--- src/sv/tcw_pkg.sv ---
// Shared constants, types and codes of the text console writer.
`default_nettype none

package tcw_pkg;

  localparam int COLUMNS = 80;
  localparam int ROWS    = 25;
  localparam int CELLS   = ROWS * COLUMNS;
  localparam int ADDR_W  = $clog2(CELLS);

  localparam int FUNC_W  = 2;
  localparam int CHAR_W  = 8;
  localparam int ROW_W   = 5;
  localparam int COL_W   = 7;
  localparam int CELL_W  = 16;
  localparam int COLOR_W = 8;

  localparam logic [COLOR_W-1:0] RESET_COLOR  = 8'h0F;
  localparam logic [CHAR_W-1:0]  BLANK_CHAR   = 8'h20;
  localparam logic [CHAR_W-1:0]  NEWLINE_CHAR = 8'h0A;

  localparam logic [FUNC_W-1:0] FUNC_PUT   = 2'd0;
  localparam logic [FUNC_W-1:0] FUNC_READ  = 2'd1;
  localparam logic [FUNC_W-1:0] FUNC_CLEAR = 2'd2;

  localparam logic REG_TEXT_COLOR = 1'b0;

  localparam logic [ADDR_W-1:0] LAST_CELL  = ADDR_W'(CELLS - 1);
  localparam logic [ADDR_W-1:0] COPY_LAST  = ADDR_W'(CELLS - COLUMNS - 1);
  localparam logic [ADDR_W-1:0] FILL_FIRST = ADDR_W'((ROWS - 1) * COLUMNS);
  localparam logic [ADDR_W-1:0] ROW_STRIDE = ADDR_W'(COLUMNS);

  typedef enum logic [2:0] {
    ST_INIT,
    ST_IDLE,
    ST_READ,
    ST_COPY,
    ST_DRAIN,
    ST_FILL
  } state_t;

  typedef struct packed {
    logic [FUNC_W-1:0] func;
    logic [COL_W-1:0]  cell_col;
    logic [ROW_W-1:0]  cell_row;
    logic [CHAR_W-1:0] char_code;
  } cmd_t;

  typedef struct packed {
    logic [COL_W-1:0]  cursor_col;
    logic [ROW_W-1:0]  cursor_row;
    logic [CELL_W-1:0] cell_value;
  } result_t;

  typedef struct packed {
    logic              we;
    logic [ADDR_W-1:0] waddr;
    logic [CELL_W-1:0] wdata;
    logic              re;
    logic [ADDR_W-1:0] raddr;
  } ram_req_t;

endpackage

`default_nettype wire

--- src/sv/tcw_seq.sv ---
// Sequencer: cursor, address counter and screen store sweeps.
`default_nettype none

module tcw_seq (
  input  logic                          clk,
  input  logic                          rst,
  input  logic [tcw_pkg::COLOR_W-1:0]   text_color,
  input  tcw_pkg::cmd_t                 cmd,
  input  logic                          cmd_valid,
  output logic                          cmd_ready,
  input  logic                          out_free,
  output logic                          res_load,
  output tcw_pkg::result_t              res,
  output tcw_pkg::ram_req_t             ram,
  input  logic [tcw_pkg::CELL_W-1:0]    rdata
);

  import tcw_pkg::*;

  state_t            state;
  state_t            state_next;
  logic [ADDR_W-1:0] ptr;
  logic [ADDR_W-1:0] ptr_next;
  logic [ADDR_W-1:0] hold_addr;
  logic              pend;
  logic [ROW_W-1:0]  cur_row;
  logic [ROW_W-1:0]  cur_row_next;
  logic [COL_W-1:0]  cur_col;
  logic [COL_W-1:0]  cur_col_next;

  logic              accept;
  logic              newline;
  logic              wrap;
  logic              scroll;
  logic              read_ok;
  logic [COL_W:0]    col_inc;
  logic [ROW_W:0]    row_inc;
  logic [ADDR_W-1:0] cur_addr;
  logic [ADDR_W-1:0] read_addr;
  logic [CELL_W-1:0] put_word;
  logic [CELL_W-1:0] blank_word;

  assign accept     = cmd_valid && cmd_ready;
  assign newline    = (cmd.char_code == NEWLINE_CHAR);
  assign col_inc    = (COL_W+1)'(cur_col) + (COL_W+1)'(1);
  assign row_inc    = (ROW_W+1)'(cur_row) + (ROW_W+1)'(1);
  assign wrap       = newline || (int'(col_inc) >= COLUMNS);
  assign scroll     = wrap && (int'(row_inc) >= ROWS);
  assign read_ok    = (int'(cmd.cell_row) < ROWS) && (int'(cmd.cell_col) < COLUMNS);
  assign cur_addr   = ADDR_W'(cur_row) * ROW_STRIDE + ADDR_W'(cur_col);
  assign read_addr  = ADDR_W'(cmd.cell_row) * ROW_STRIDE + ADDR_W'(cmd.cell_col);
  assign put_word   = {text_color, cmd.char_code};
  assign blank_word = {text_color, BLANK_CHAR};

  always_comb begin
    cur_row_next = cur_row;
    cur_col_next = cur_col;
    if (accept && (cmd.func == FUNC_PUT)) begin
      if (wrap) begin
        cur_col_next = '0;
        cur_row_next = scroll ? ROW_W'(ROWS - 1) : row_inc[ROW_W-1:0];
      end else begin
        cur_col_next = col_inc[COL_W-1:0];
      end
    end
  end

  always_comb begin
    state_next = state;
    case (state)
      ST_INIT: begin
        if (ptr == LAST_CELL) begin
          state_next = ST_IDLE;
        end
      end
      ST_IDLE: begin
        if (accept) begin
          if ((cmd.func == FUNC_PUT) && scroll) begin
            state_next = ST_COPY;
          end else if ((cmd.func == FUNC_READ) && read_ok) begin
            state_next = ST_READ;
          end else if (cmd.func == FUNC_CLEAR) begin
            state_next = ST_FILL;
          end
        end
      end
      ST_READ: begin
        state_next = ST_IDLE;
      end
      ST_COPY: begin
        if (ptr == COPY_LAST) begin
          state_next = ST_DRAIN;
        end
      end
      ST_DRAIN: begin
        state_next = ST_FILL;
      end
      ST_FILL: begin
        if (ptr == LAST_CELL) begin
          state_next = ST_IDLE;
        end
      end
      default: begin
        state_next = ST_INIT;
      end
    endcase
  end

  always_comb begin
    ram             = '0;
    ptr_next        = ptr;
    cmd_ready       = 1'b0;
    res_load        = 1'b0;
    res.cell_value  = '0;
    res.cursor_row  = cur_row_next;
    res.cursor_col  = cur_col_next;
    case (state)
      ST_INIT: begin
        ram.we    = 1'b1;
        ram.waddr = ptr;
        ram.wdata = {RESET_COLOR, BLANK_CHAR};
        ptr_next  = (ptr == LAST_CELL) ? '0 : ptr + ADDR_W'(1);
      end
      ST_IDLE: begin
        cmd_ready = out_free;
        ptr_next  = '0;
        if (accept) begin
          case (cmd.func)
            FUNC_PUT: begin
              ram.we    = !newline;
              ram.waddr = cur_addr;
              ram.wdata = put_word;
              res_load  = !scroll;
            end
            FUNC_READ: begin
              ram.re    = read_ok;
              ram.raddr = read_addr;
              res_load  = !read_ok;
            end
            FUNC_CLEAR: begin
              res_load = 1'b0;
            end
            default: begin
              res_load = 1'b1;
            end
          endcase
        end
      end
      ST_READ: begin
        res_load       = 1'b1;
        res.cell_value = rdata;
      end
      ST_COPY: begin
        ram.re    = 1'b1;
        ram.raddr = ptr + ROW_STRIDE;
        ram.we    = pend;
        ram.waddr = hold_addr;
        ram.wdata = rdata;
        ptr_next  = ptr + ADDR_W'(1);
      end
      ST_DRAIN: begin
        ram.we    = 1'b1;
        ram.waddr = hold_addr;
        ram.wdata = rdata;
        ptr_next  = FILL_FIRST;
      end
      ST_FILL: begin
        ram.we    = 1'b1;
        ram.waddr = ptr;
        ram.wdata = blank_word;
        ptr_next  = ptr + ADDR_W'(1);
        res_load  = (ptr == LAST_CELL);
      end
      default: begin
        ptr_next = '0;
      end
    endcase
  end

  always_ff @(posedge clk) begin
    if (rst) begin
      state   <= ST_INIT;
      ptr     <= '0;
      pend    <= 1'b0;
      cur_row <= '0;
      cur_col <= '0;
    end else begin
      state   <= state_next;
      ptr     <= ptr_next;
      pend    <= (state == ST_COPY);
      cur_row <= cur_row_next;
      cur_col <= cur_col_next;
    end
  end

  always_ff @(posedge clk) begin
    hold_addr <= ptr;
  end

endmodule

`default_nettype wire

--- config.mk ---
export PLATFORM = sky130hd
export DESIGN_NAME = tcw_seq
export DESIGN_NICKNAME = d
export VERILOG_FILES = /design/src/sv/tcw_pkg.sv /design/src/sv/tcw_seq.sv
export SDC_FILE = /design/constraint.sdc
export NUM_CORES = 1
export LEC_CHECK = 0
export BUFFER_PORTS_ARGS = -buffer_cell sky130_fd_sc_hd__buf_2
export CAP_MARGIN = 20
export CORE_MARGIN = 10
export CORE_UTILIZATION = 51
export DETAILED_ROUTE_END_ITERATION = 7
export GPL_TIMING_DRIVEN = 0
export PLACE_DENSITY_LB_ADDON = 0.08
export SLEW_MARGIN = 20
export SYNTH_ARGS = -nofsm -noshare
export SYNTH_HDL_FRONTEND = slang
export SYNTH_SLANG_ARGS = --single-unit
--- constraint.sdc ---
create_clock -name clk -period 2.75 [get_ports clk]
set_input_delay 0.275 -clock clk [delete_from_list [all_inputs] [get_ports clk]]
set_output_delay 0.275 -clock clk [all_outputs]
set_load 0.005 [all_outputs]
# [Word-level counts from Yosys, hierarchy flattened]
# Index checks and enable logic that the tools add are counted.
[word_totals] in_bits=50 wordCells=71 reg_bits=38 out_inout_bits=70
[classes] mux=24 order_cmp=4 n_reduce_logical=15 n_addsub=6 n_mul=2 eq_ne=14
[op_table] op="$pmux 28 s5" count=1
[op_table] op="$pmux 11 s4" count=1
[op_table] op="$mux 40" count=1
[op_table] op="$mux 28" count=1
[op_table] op="$pmux 12 s2" count=1
[op_table] op="$add 11x7->11" count=2
[op_table] op="$eq 11x11->1 const B" count=2
[op_table] op="$mux 3" count=6
[op_table] op="$mux 16" count=1
[op_table] op="$mux 5" count=3
[op_table] op="$pmux 3 s5" count=1
[op_table] op="$mul 5x3->7 const B" count=2
[op_table] op="$mux 7" count=2
[op_table] op="$mux 12" count=1
[op_table] op="$add 11x1->11 const B" count=1
[op_table] op="$add 11x7->11 const B" count=1
[op_table] op="$mux 11" count=1
[op_table] op="$add 7x1->8 const B" count=1
[op_table] op="$eq 8x4->1 const B" count=1
[op_table] op="$ge 8x7->1 const B" count=1
[op_table] op="$lt 7x7->1 const B" count=1
[op_table] op="$add 5x1->6 const B" count=1
[op_table] op="$eq 3x2->1 const B" count=2
[op_table] op="$eq 3x3->1 const B" count=2
[op_table] op="other kinds (17)" count=28

# [Longest topological paths before layout]
[logic_depth] depth_word=8 mapped_depth=9 mapped_depth_nobuf=9

# [Worst setup path after synthesis]
# No wires, ideal clock.
[synth_path] path_type="register to output" from="register cur_row[1]" to="output ram[38] (netlist name)" stages_incl_launch_ff=9 setup_slack_ns=0.462 arrival_ns=2.013 n_path_buf=0 required_ns=2.475 cell_sequence="dfxtp_1 -> ha_1 -> ha_1 -> inv_1 -> fa_1 -> nor3_1 -> xnor2_1 -> xnor2_1 -> o21ai_0"
[synth_lines] item="from (decl)" line="tcw_seq.sv:26" source="logic [ROW_W-1:0] cur_row;"
[synth_lines] item="from (signal assigned)" line="tcw_seq.sv:191" source="cur_row <= cur_row_next;"
[synth_lines] item="to (decl)" line="tcw_seq.sv:14" source="output tcw_pkg::ram_req_t ram,"

==> results.txt <==
----------------------------------------------------
[Timing]
  Max frequency ... 368 MHz
  Period minus WS final ... 2.72 ns
  Relative max-transition margin ... 53.6%
  Worst-case clock skew ... 0.00912 ns
  Setup repair after global routing missed its margin ... true
  Setup violation total in the final timing report ... 0
  Hold Fails Final Rpt ... 0
  Sum of negative setup slack ... 0 ns
  Final critical-path setup slack ... 0.0302 ns
  Actual transition at the worst max-transition pin ... 0.693 ns
  Max Transition Viols Final ... 0
  Ratio of final minimum period to clock period ... 98.9%

[Final layout]
  Final net count ... 645
  Layout-stage area growth over the synthesis result ... 27.5%
  Antenna cells ... 0
  Leading cell type in the layout, fill and taps excluded ... sky130_fd_sc_hd__buf_2
  Top library cells by usage in the layout, fill and taps aside ... 119 x sky130_fd_sc_hd__buf_2, 35 x sky130_fd_sc_hd__nor2_1, 35 x sky130_fd_sc_hd__nand2_1
  Fraction of layout instances using a drive strength above 1 ... 29.0%

[Die]
  Core outline area ... 6350 sq um
  Initial core utilization ... 52.6%
  Vertical die dimension ... 101 um
  I/O pins ... 120
  Rows ... 29
  Die Outline Area ... 10200 sq um
  Width of the die ... 101 um

[Synthesis]
  Dominant combinational cell family by area after synthesis ... compound AO/OA/AOI/OAI gates
  Synth Area in Adders ... 11.4%
  Top FF cell, synth ... sky130_fd_sc_hd__dfxtp_1
  Post-synthesis area per instance ... 7.59 sq um
  Post-synthesis async set-or-reset flop share ... 0%
  Post-Synth XOR/XNOR Area ... 7.34%
  Cells after Synth ... 440
  Number of enable-type register cells in the synthesized netlist ... 0
  Multiplexer share of the synthesized area ... 1.84%
  Nets in the synthesized netlist ... 518
  Synth Warn # ... 0
  Sequential element share of the synthesized area ... 22.8%
  Count of different cell masters after synthesis ... 58
  Flip-flop and latch count after synthesis ... 38
  Simple logic cell fraction of the synthesized area ... 24.6%
  Cell area after synthesis ... 3340 sq um
  Area fraction in compound gates after synthesis ... 26.1%

[Global routing]
  Initial antenna violation count ... 0
  Global-route wire length before repair ... 17.8 mm
  Via count of the first global-routing pass ... 3692
  Largest net degree at the start of global routing ... 11
  Aggregate global-route resource usage ... 20.7%
  Total congestion overflow ... 0

[Setup path]
  Type of the worst setup path ... reg -> out
  Worst Path Max Fanout ... 8
  Crit path launch type ... flop
  Type of element capturing the critical path ... output pin
  Critical Path AT ... 2.44 ns
  Required time of the critical path ... 2.48 ns

[Clock tree]
  Clock insertion delay at the later pin of the skew report ... 0.29 ns
  Count of hold buffers inserted by post-cts repair ... 0
  CTS root buf ... sky130_fd_sc_hd__clkbuf_8
  Clock tree sinks ... 38
  Total number of H-tree levels ... 2
  Clock tree from TritonCTS ... done
  Inserted Clock Buffers ... 5
  Maximum buffer depth of the clock tree ... 2
  Register clock-pin slew on the reported worst setup and hold paths ... 0.08 ns

[Placed design]
  Pre-CTS worst setup slack ... -0.0534 ns
  Estimated wirelength of the detail-placed design ... 9.00 mm
  Last weighted congestion value of the routability-driven placer ... 0.979
  Port buffer count ... 118

[Run]
  MaxCap Viol Count ... 0

[Detailed routing]
  Detail-routed via count per cell ... 5.95
  Number of design rule violations left after detail routing ... 0
  Average wire length per cell after detail routing ... 17.6 um
  Routed Antenna Nets ... 0
  Vias after detailed routing ... 3827
  First-iteration detailed-routing DRC count ... 346
  Final wirelength ... 11.3 mm
  Number of detailed-route iterations in the first pass ... 5

[Power and ir drop]
  Max rail drop VDD ... 262 uV
  Power per standard cell area ... 473 nW/um^2
  Leakage Power ... 2.01 nW

[Outcome]
  Status ... completed

[Min path]
  Type of the worst min-delay path ... reg -> reg

----------------------------------------------------
[state kept, by name (all words and copies together) (netlist names)]
signal / count
pend: 1
cur_col: 7
state: 3
cur_row: 5
ptr: 11
hold_addr: 11
[per-layer routing]
layer	track usage, %	part of all wire (%)
met4	3.43	0.87
met2	34.7	48
met1	26.3	41
met5	0	0
met3	5.42	9.6
[repair_timing]
action | CTS | global route
buffers inserted | 0 | 3
setup endpoints to repair | 34 | 43
resized for setup | 15 | 34
pin swaps | 0 | 6
gates cloned | 0 | 0
[cell usage after synthesis (6+ instances only)]
cell | count | area [sq um]
sky130_fd_sc_hd__dfxtp_1 | 38 | 761
sky130_fd_sc_hd__nand2_1 | 37 | 139
sky130_fd_sc_hd__nor2_1 | 35 | 131
sky130_fd_sc_hd__a21oi_1 | 29 | 145
sky130_fd_sc_hd__and2_1 | 27 | 169
sky130_fd_sc_hd__ha_1 | 24 | 300
sky130_fd_sc_hd__o21ai_0 | 24 | 120
sky130_fd_sc_hd__clkbuf_1 | 23 | 86.3
sky130_fd_sc_hd__inv_1 | 23 | 86.3
sky130_fd_sc_hd__xnor2_1 | 18 | 158
sky130_fd_sc_hd__a22o_1 | 14 | 123
sky130_fd_sc_hd__nor2b_1 | 13 | 81.3
sky130_fd_sc_hd__nand3_1 | 12 | 60.1
sky130_fd_sc_hd__xor2_1 | 10 | 87.6
sky130_fd_sc_hd__a22oi_1 | 9 | 67.6
sky130_fd_sc_hd__a31oi_1 | 7 | 43.8
sky130_fd_sc_hd__nor3_1 | 7 | 35.0
sky130_fd_sc_hd__a21o_1 | 6 | 45.0
sky130_fd_sc_hd__a221o_1 | 6 | 60.1
[cells by family (layout without fill, tap and decap cells)]
logic type / Yosys count / count (layout)
compound gates: 128 / 128
xor+xnor: 28 / 28
fa+ha+maj: 28 / 28
buf+inv: 52 / 178
flops: 38 / 38
mux: 6 / 6
simple gates: 160 / 160
[power by group]
part           internal, mW  switching [mW]  total, mW
Clock                 0.193           0.189      0.382
Combinational         0.401           0.556      0.957
Sequential            0.622          0.0516      0.673
[worst max-delay path, cell delays in order, from the launching register on]
cell	delay, ns
sky130_fd_sc_hd__dfxtp_4	0.38
sky130_fd_sc_hd__ha_4	0.26
sky130_fd_sc_hd__ha_2	0.18
sky130_fd_sc_hd__inv_1	0.06
sky130_fd_sc_hd__fa_2	0.37
sky130_fd_sc_hd__xor2_2	0.17
sky130_fd_sc_hd__nor3_2	0.22
sky130_fd_sc_hd__xnor2_1	0.15
sky130_fd_sc_hd__xnor2_1	0.14
sky130_fd_sc_hd__o21ai_1	0.07
sky130_fd_sc_hd__buf_2	0.14
[area by class of cell]
cell class / instances / area [sq um]
buffer: 28 / 124
clock buffer: 6 / 82.6
fill: 574 / 2090
inverter: 23 / 86.3
multi-input combinational: 350 / 2470
sequential: 38 / 777
tap: 77 / 96.3
timing repair buffer: 121 / 619
[path summary, 6_finish.rpt]
check                                 from            to  slack, ns  depth (start not counted)
worst max-delay path            cur_row[1]       ram[38]       0.03                         10
worst min-delay path                ptr[6]  hold_addr[6]       0.35                          0
worst max register to register      ptr[0]      state[0]       0.33                          7
worst min register to register      ptr[6]  hold_addr[6]       0.35                          0
[through the flow]
step	std cells	total power [mW]	area [sq um]	util (%)	hold WS [ns]
2_1_floorplan	440	1.28	3340	-	0.329
3_3_place_gp	635	1.59	4030	63.4	0.331
3_5_place_dp	635	1.60	4030	63.4	0.333
4_1_cts	641	1.99	4140	65.3	0.350
5_1_grt	643	2.14	4260	67.1	0.355
6_report	643	2.01	4260	67.1	0.349
No activity file was read; power rests on OpenSTA's default activity.
